$ cat src/sv/lnws_pkg.sv
// ----------------------------------------------------------------------------
// lnws_pkg
// Types and constants shared by the 4-bit display write sequencer.
// ----------------------------------------------------------------------------
package lnws_pkg;

	localparam int unsigned WAIT_W = 7;
	localparam logic [WAIT_W-1:0] SLOW_WAIT_RESET = 7'd32;

	typedef enum logic [2:0] {
		PH_IDLE  = 3'd0,
		PH_HIGH  = 3'd1,
		PH_STRB1 = 3'd2,
		PH_LOW   = 3'd3,
		PH_STRB2 = 3'd4
	} phase_t;

	typedef struct packed {
		logic       queue_ready;
		logic [7:0] char_byte;
		logic       is_command;
		logic       slow_command;
	} tick_word_t;

	typedef struct packed {
		logic [3:0] data_nibble;
		logic       reg_select;
		logic       enable_pin;
		logic       bus_drive;
		logic       take_byte;
		logic       byte_done;
		logic       fast_period;
	} pin_word_t;

endpackage

$ cat src/sv/lnws_tick_if.sv
// ----------------------------------------------------------------------------
// lnws_tick_if
// Valid/ready channel carrying one sequencer tick word.
// ----------------------------------------------------------------------------
interface lnws_tick_if;
	import lnws_pkg::*;

	logic       valid;
	logic       ready;
	tick_word_t data;

	modport source (output valid, output data, input ready);
	modport sink   (input valid, input data, output ready);

endinterface

$ cat src/sv/lnws_pin_if.sv
// ----------------------------------------------------------------------------
// lnws_pin_if
// Valid/ready channel carrying one pin/status result word.
// ----------------------------------------------------------------------------
interface lnws_pin_if;
	import lnws_pkg::*;

	logic      valid;
	logic      ready;
	pin_word_t data;

	modport source (output valid, output data, input ready);
	modport sink   (input valid, input data, output ready);

endinterface

$ cat src/sv/lcd_nibble_write_sequencer.sv
// ----------------------------------------------------------------------------
// lcd_nibble_write_sequencer
// Drives a 4-bit character display bus: tick by tick, latch a queued byte, put out
// the high nibble, strobe, low nibble, strobe, release, with optional hold
// after slow commands.
//
//   channel   dir  payload       handshake
//   tick      in   tick_word_t   valid/ready
//   pins      out  pin_word_t    valid/ready
//   cfg       in   7-bit limit   cfg_we (write only)
//
// A tick word is registered on acceptance, then its result word is registered
// in the output register; one tick per cycle is sustained while pins is ready.
// The sequencer state and the output register advance together, so a stall
// on pins holds at most one pending tick in the input register.
// Reset clears the state and the output valid flag (not the pin word) and sets the limit to 32.
// ----------------------------------------------------------------------------
module lcd_nibble_write_sequencer (
	input  logic                           clk,
	input  logic                           arst_n,
	input  logic                           cfg_we,
	input  logic [lnws_pkg::WAIT_W-1:0]    cfg_wdata,
	lnws_tick_if.sink                      tick,
	lnws_pin_if.source                     pins
);
	import lnws_pkg::*;

	logic              slow_wait_q;
	logic [WAIT_W-1:0] limit_q;

	logic       valid_s1;
	tick_word_t word_s1;

	logic       out_valid_q;
	pin_word_t  out_word_q;

	phase_t      phase_q, phase_d;
	logic [3:0]  held_lo_q, held_lo_d;
	logic        skip_q, skip_d;
	logic [WAIT_W-1:0] wait_q, wait_d;
	logic [3:0]  nibble_q, nibble_d;
	logic        select_q, select_d;
	logic        enable_q, enable_d;
	logic        drive_q, drive_d;
	logic        slow_wait_d;
	logic        took, done, fast;

	logic advance;

	assign advance    = !out_valid_q || pins.ready;
	assign tick.ready = !valid_s1 || advance;

	assign pins.valid = out_valid_q;
	assign pins.data  = out_word_q;

	always_ff @(posedge clk or negedge arst_n) begin
		if (!arst_n) begin
			limit_q <= SLOW_WAIT_RESET;
		end else if (cfg_we) begin
			limit_q <= cfg_wdata;
		end
	end

	always_ff @(posedge clk or negedge arst_n) begin
		if (!arst_n) begin
			valid_s1 <= 1'b0;
		end else if (tick.ready) begin
			valid_s1 <= tick.valid;
		end
	end

	always_ff @(posedge clk) begin
		if (tick.ready && tick.valid) begin
			word_s1 <= tick.data;
		end
	end

	// next state for the registered tick
	always_comb begin
		phase_d     = phase_q;
		held_lo_d   = held_lo_q;
		skip_d      = skip_q;
		wait_d      = wait_q;
		nibble_d    = nibble_q;
		select_d    = select_q;
		enable_d    = enable_q;
		drive_d     = drive_q;
		slow_wait_d = slow_wait_q;
		took        = 1'b0;
		done        = 1'b0;
		fast        = 1'b0;
		if (word_s1.queue_ready || phase_q != PH_IDLE) begin
			case (phase_q)
				PH_IDLE: begin
					held_lo_d   = word_s1.char_byte[3:0];
					slow_wait_d = word_s1.slow_command;
					skip_d      = 1'b0;
					drive_d     = 1'b1;
					nibble_d    = word_s1.char_byte[7:4];
					select_d    = !word_s1.is_command;
					took        = 1'b1;
					phase_d     = PH_HIGH;
				end
				PH_HIGH: begin
					enable_d = 1'b1;
					phase_d  = PH_STRB1;
				end
				PH_STRB1: begin
					enable_d = 1'b0;
					nibble_d = held_lo_q;
					phase_d  = PH_LOW;
				end
				PH_LOW: begin
					enable_d = 1'b1;
					phase_d  = PH_STRB2;
				end
				default: begin
					if (phase_q == PH_STRB2 && !skip_q) begin
						enable_d = 1'b0;
						drive_d  = 1'b0;
						done     = 1'b1;
					end
					// slow command hold
					if (slow_wait_q) begin
						skip_d = 1'b1;
						if (wait_q >= limit_q) begin
							slow_wait_d = 1'b0;
							wait_d      = '0;
						end else begin
							wait_d = wait_q + 1'b1;
						end
					end else begin
						phase_d = PH_IDLE;
					end
				end
			endcase
			fast = !slow_wait_d;
		end else begin
			phase_d = PH_IDLE;
		end
	end

	always_ff @(posedge clk or negedge arst_n) begin
		if (!arst_n) begin
			phase_q     <= PH_IDLE;
			held_lo_q   <= '0;
			skip_q      <= 1'b0;
			wait_q      <= '0;
			nibble_q    <= '0;
			select_q    <= 1'b0;
			enable_q    <= 1'b0;
			drive_q     <= 1'b0;
			slow_wait_q <= 1'b0;
		end else if (valid_s1 && advance) begin
			phase_q     <= phase_d;
			held_lo_q   <= held_lo_d;
			skip_q      <= skip_d;
			wait_q      <= wait_d;
			nibble_q    <= nibble_d;
			select_q    <= select_d;
			enable_q    <= enable_d;
			drive_q     <= drive_d;
			slow_wait_q <= slow_wait_d;
		end
	end

	always_ff @(posedge clk or negedge arst_n) begin
		if (!arst_n) begin
			out_valid_q <= 1'b0;
		end else if (advance) begin
			out_valid_q <= valid_s1;
		end
	end

	always_ff @(posedge clk) begin
		if (valid_s1 && advance) begin
			out_word_q.data_nibble <= nibble_d;
			out_word_q.reg_select  <= select_d;
			out_word_q.enable_pin  <= enable_d;
			out_word_q.bus_drive   <= drive_d;
			out_word_q.take_byte   <= took;
			out_word_q.byte_done   <= done;
			out_word_q.fast_period <= fast;
		end
	end

endmodule
$ cat src/flat_wrapper.sv
// flat-port wrapper written by rule: the top's interface ports become plain ports
module lcd_nibble_write_sequencer_flat import lnws_pkg::*;
  (clk, arst_n, cfg_we, cfg_wdata, tick_valid, tick_data, tick_ready, pins_valid, pins_data, pins_ready);
  lnws_tick_if tick_i ();
  lnws_pin_if pins_i ();
  input  logic clk;
  input  logic arst_n;
  input  logic cfg_we;
  input  logic [lnws_pkg::WAIT_W-1:0] cfg_wdata;
  input wire logic [$bits(tick_i.valid)-1:0] tick_valid;
  input wire logic [$bits(tick_i.data)-1:0] tick_data;
  output wire logic [$bits(tick_i.ready)-1:0] tick_ready;
  output wire logic [$bits(pins_i.valid)-1:0] pins_valid;
  output wire logic [$bits(pins_i.data)-1:0] pins_data;
  input wire logic [$bits(pins_i.ready)-1:0] pins_ready;
  assign tick_i.valid = tick_valid;
  assign tick_i.data = tick_data;
  assign tick_ready = tick_i.ready;
  assign pins_valid = pins_i.valid;
  assign pins_data = pins_i.data;
  assign pins_i.ready = pins_ready;
  lcd_nibble_write_sequencer u_core (.clk(clk), .arst_n(arst_n), .cfg_we(cfg_we), .cfg_wdata(cfg_wdata), .tick(tick_i), .pins(pins_i));
endmodule
$ cat config.mk
export PLATFORM = sky130hd
export DESIGN_NAME = lcd_nibble_write_sequencer_flat
export DESIGN_NICKNAME = d
export VERILOG_FILES = /design/src/sv/lnws_pkg.sv /design/src/sv/lnws_tick_if.sv /design/src/sv/lnws_pin_if.sv /design/src/sv/lcd_nibble_write_sequencer.sv /design/src/flat_wrapper.sv
export SDC_FILE = /design/constraint.sdc
export NUM_CORES = 1
export LEC_CHECK = 0
export BUFFER_PORTS_ARGS = -buffer_cell sky130_fd_sc_hd__buf_2
export CAP_MARGIN = 25
export CORE_MARGIN = 2
export CORE_UTILIZATION = 30
export CTS_CLUSTER_DIAMETER = 150
export DETAILED_ROUTE_END_ITERATION = 8
export HOLD_SLACK_MARGIN = 0.08
export SYNTH_ARGS = -nofsm -noshare
export SYNTH_HDL_FRONTEND = slang
export SYNTH_SLANG_ARGS = --single-unit
$ cat constraint.sdc
create_clock -name clk -period 4.3 [get_ports clk]
set_input_delay 0.215 -clock clk [delete_from_list [all_inputs] [get_ports clk]]
set_output_delay 0.215 -clock clk [all_outputs]
set_load 0.005 [all_outputs]
==> impl_metrics.json <==
{
  "cp-end-kind": "flop",
  "postCtsSetupRepairBufs": 0,
  "grt_max_degree": 33,
  "wl_met2_mm": 1.963,
  "synth_edf_count": 21,
  "cp_data_required_time_ns": 4.50,
  "via_count": 1636,
  "routedLengthMet1_mm": 1.958,
  "p_leak_nw": 1.249,
  "power.density_nw_per_um2": 560.4,
  "path_class": "reg2reg",
  "ir_drop_uv": 152.0,
  "area_growth_pct": 20.84,
  "p_comb_frac": 0.280,
  "overflow": 0,
  "numCtsBuffers": 5,
  "dieArea_um2": 8630,
  "yosysSeqAreaShare": 0.6042,
  "grt_usage": 0.1044,
  "drc": 0,
  "setup_violations": 0,
  "ys_types": 36,
  "cts_tree": "yes",
  "fp.dieW_um": 92.90,
  "clock-sinks": 53,
  "fin_util": 0.3727,
  "first_pass_iters": 4,
  "max_freq_mhz": 507.5,
  "postSynthCellCount": 201,
  "syn_nets": 232,
  "drive_gt1_frac": 0.2209,
  "ant_nets": 0,
  "cts_max_path_buffers": 2,
  "initial_core_util": 0.3084,
  "fill_cells": 770,
  "hold_depth": 2,
  "portBuffers": 34,
  "cp_slowest_cell": "dfstp_2",
  "placed_cells": 331,
  "cp_top_family": "flip-flops",
  "worst-path-buf-inv": 1,
  "async_reset_ff_frac": 0.6038,
  "finalWeightedCongestion": 0.8264,
  "hold_end": "u_core.valid_s1$_DFFE_PN0N_",
  "critPathMaxFanout": 8,
  "insertion_delay_ns": 0.31,
  "p_switching_uw": 518.5,
  "synth_area_um2": 2371,
  "r2r_slack_ns": 2.33,
  "cts_root_buf": "clkbuf_8",
  "synth-seq-cells": 53,
  "synth_top_area_frac": 0.3272,
  "synth_commonest_cells": "dfrtp_1, nand2_1, edfxtp_1",
  "dpl.hpwl_mm": 2.945,
  "slowest_delay_ns": 0.53,
  "clk_pin_slew_ns": 0.09,
  "vias_per_cell": 4.661,
  "core_area_um2": 7687,
  "hold_path_startpoint": "tick_valid",
  "p_seq_frac": 0.511,
  "r2r-start": "u_core.limit_q[5]$_DFFE_PN1P_",
  "cp_cell_sequence": "inv_1 > ha_1 > nand4_1 > and3_1 > o21ai_1 > nor2_1 > mux2_2",
  "dieHeight_um": 92.90,
  "drtIter0Drc": 81,
  "maxSlewHeadroom": 0.4786,
  "hold_path_class": "in2reg",
  "hold_violations": 0,
  "layout_min_cycle_time_ns": 1.970,
  "yosysMostFrequentCell": "dfrtp_1",
  "nNetsFinal": 279,
  "ios": 35,
  "final.setup.tns_ns": 0,
  "syn_avg_cell_area_um2": 11.80,
  "slew_violations": 0,
  "worst_setup_path_start_kind": "flop",
  "finalCritPeriodShare": 0.4582,
  "intPower_mw": 1.087,
  "r2r_end": "u_core.wait_q[0]$_DFFE_PN0P_",
  "wl_per_cell_um": 11.84,
  "worst_slew_pin_slew_ns": 0.7813,
  "power_frac_clock": 0.209,
  "htreeDepth": 2,
  "grt_pass1_vias": 1576,
  "rsz0062_at_grt": "no",
  "totalWireLength_mm": 4.157,
  "n_antenna_cell": 0,
  "crit_arrival_ns": 2.17,
  "p_total_mw": 1.606,
  "clock_skew_ns": 0.006874,
  "antenna_found_initial": 0,
  "num_rows": 32,
  "synth_area_leaders": "dfrtp_1, edfxtp_1, ha_1",
  "worst_r2r_path_depth": 7,
  "top_layer": "met4",
  "switching_share": 0.3229,
  "ys.flop_type": "dfrtp_1",
  "met3WireLength_um": 152,
  "ys_warn_count": 0,
  "grt_pass1_wl_mm": 7.203,
  "instances_no_fill": 351,
  "status": "finished, final reports clean",
  "max_cap_viol_count": 0,
  "yosysTopAreaCell": "dfrtp_1"
}
-- cell usage in the layout, fill, tap and decap left out, types with 2 or more instances in the layout --
cell type	instances
a21oi_1	8
a22o_1	3
a22oi_1	4
a31oi_1	5
and2_1	2
and3_1	3
buf_2	34
clkbuf_8	5
dfrtp_1	31
dlygate4sd3_1	12
edfxtp_1	21
ha_1	8
inv_1	10
mux2_2	6
mux2_4	4
mux2i_1	2
nand2_1	23
nand2b_1	5
nand3_1	4
nand4_1	4
nor2_1	10
nor2b_1	7
nor3_1	2
o21ai_0	18
o21ai_1	5
-- cell type report --
type / count / area [µm²] / area share
tap: 102 / 127.6 / 0.04454
timing repair buffer: 46 / 290.3 / 0.1013
clock buffer: 6 / 72.57 / 0.02533
inverter: 10 / 37.54 / 0.01310
sequential: 53 / 1433 / 0.5000
clock inverter: 2 / 38.79 / 0.01354
multi-input combinational: 132 / 865.8 / 0.3022
-- per-stage QoR --
stage | hold slack, ns | instance area [µm²] | setup slack (ns)
floorplan | -0.08059 | 2371 | 2.552
global placement | 0.3292 | 2634 | 2.417
detailed placement | 0.3218 | 2634 | 2.343
CTS | 0.09141 | 2865 | 2.321
global route | 0.1164 | 2865 | 2.185
finish | 0.09680 | 2865 | 2.330
-- cell families after synthesis --
kind of cell | count (synthesis) | share of synthesized area
AOI/OAI and AO/OA | 47 | 0.1161
adders and majority gates | 8 | 0.04222
buffers and inverters | 16 | 0.03061
DFF | 53 | 0.6042
muxes | 12 | 0.06227
and+or+nand+nor | 65 | 0.1446
-- worst max path at each step --
stage                                       start                         endpoint  slack (ns)  cells past startpoint
floorplan           u_core.limit_q[5]$_DFFE_PN1P_     u_core.wait_q[0]$_DFFE_PN0P_        2.55                      7
global placement    u_core.limit_q[5]$_DFFE_PN1P_     u_core.wait_q[0]$_DFFE_PN0P_        2.42                      7
detailed placement  u_core.pins.valid$_DFFE_PN0P_  u_core.held_lo_q[2]$_DFFE_PN0P_        2.34                      5
CTS                 u_core.pins.valid$_DFFE_PN0P_  u_core.held_lo_q[2]$_DFFE_PN0P_        2.32                      5
global route        u_core.limit_q[5]$_DFFE_PN1P_     u_core.wait_q[0]$_DFFE_PN0P_        2.19                      7
finish              u_core.limit_q[5]$_DFFE_PN1P_     u_core.wait_q[0]$_DFFE_PN0P_        2.33                      7
-- sequential cells by signal (all words and copies together) (netlist names) --
| name | flops |
|---|---|
| u_core.word_s1 | 11 |
| u_core.wait_q | 7 |
| u_core.valid_s1 | 1 |
| u_core.drive_q | 1 |
| u_core.phase_q | 3 |
| u_core.limit_q | 7 |
| u_core.held_lo_q | 4 |
| u_core.pins.valid | 1 |
| u_core.slow_wait_q | 1 |
| u_core.pins.data | 10 |
| u_core.skip_q | 1 |
| u_core.select_q | 1 |
| u_core.nibble_q | 4 |
| u_core.enable_q | 1 |
-- timing repair --
| action | CTS | global route |
|---|---|---|
| setup endpoints to repair | 0 | 0 |
| endpoints found under the hold margin | 42 | 0 |
| hold buffers | 12 | 0 |
| resized for setup | 0 | 0 |
-- power by group through the flow --
stage	combinational [mW]	sequential (mW)	clock, mW
after floorplan	0.375	0.770	0
after global placement	0.429	0.828	0
after detailed placement	0.444	0.832	0
after CTS	0.455	0.822	0.350
after global routing	0.523	0.841	0.366
final	0.449	0.820	0.336
-- metal layers --
layer / global-route usage / vias up
met5: 0 / -
met4: 0.05147 / 0
met3: 0.02278 / 6
met2: 0.1715 / 29
met1: 0.1299 / 783
li1: - / 818
No activity file was read; power rests on OpenSTA's default activity.
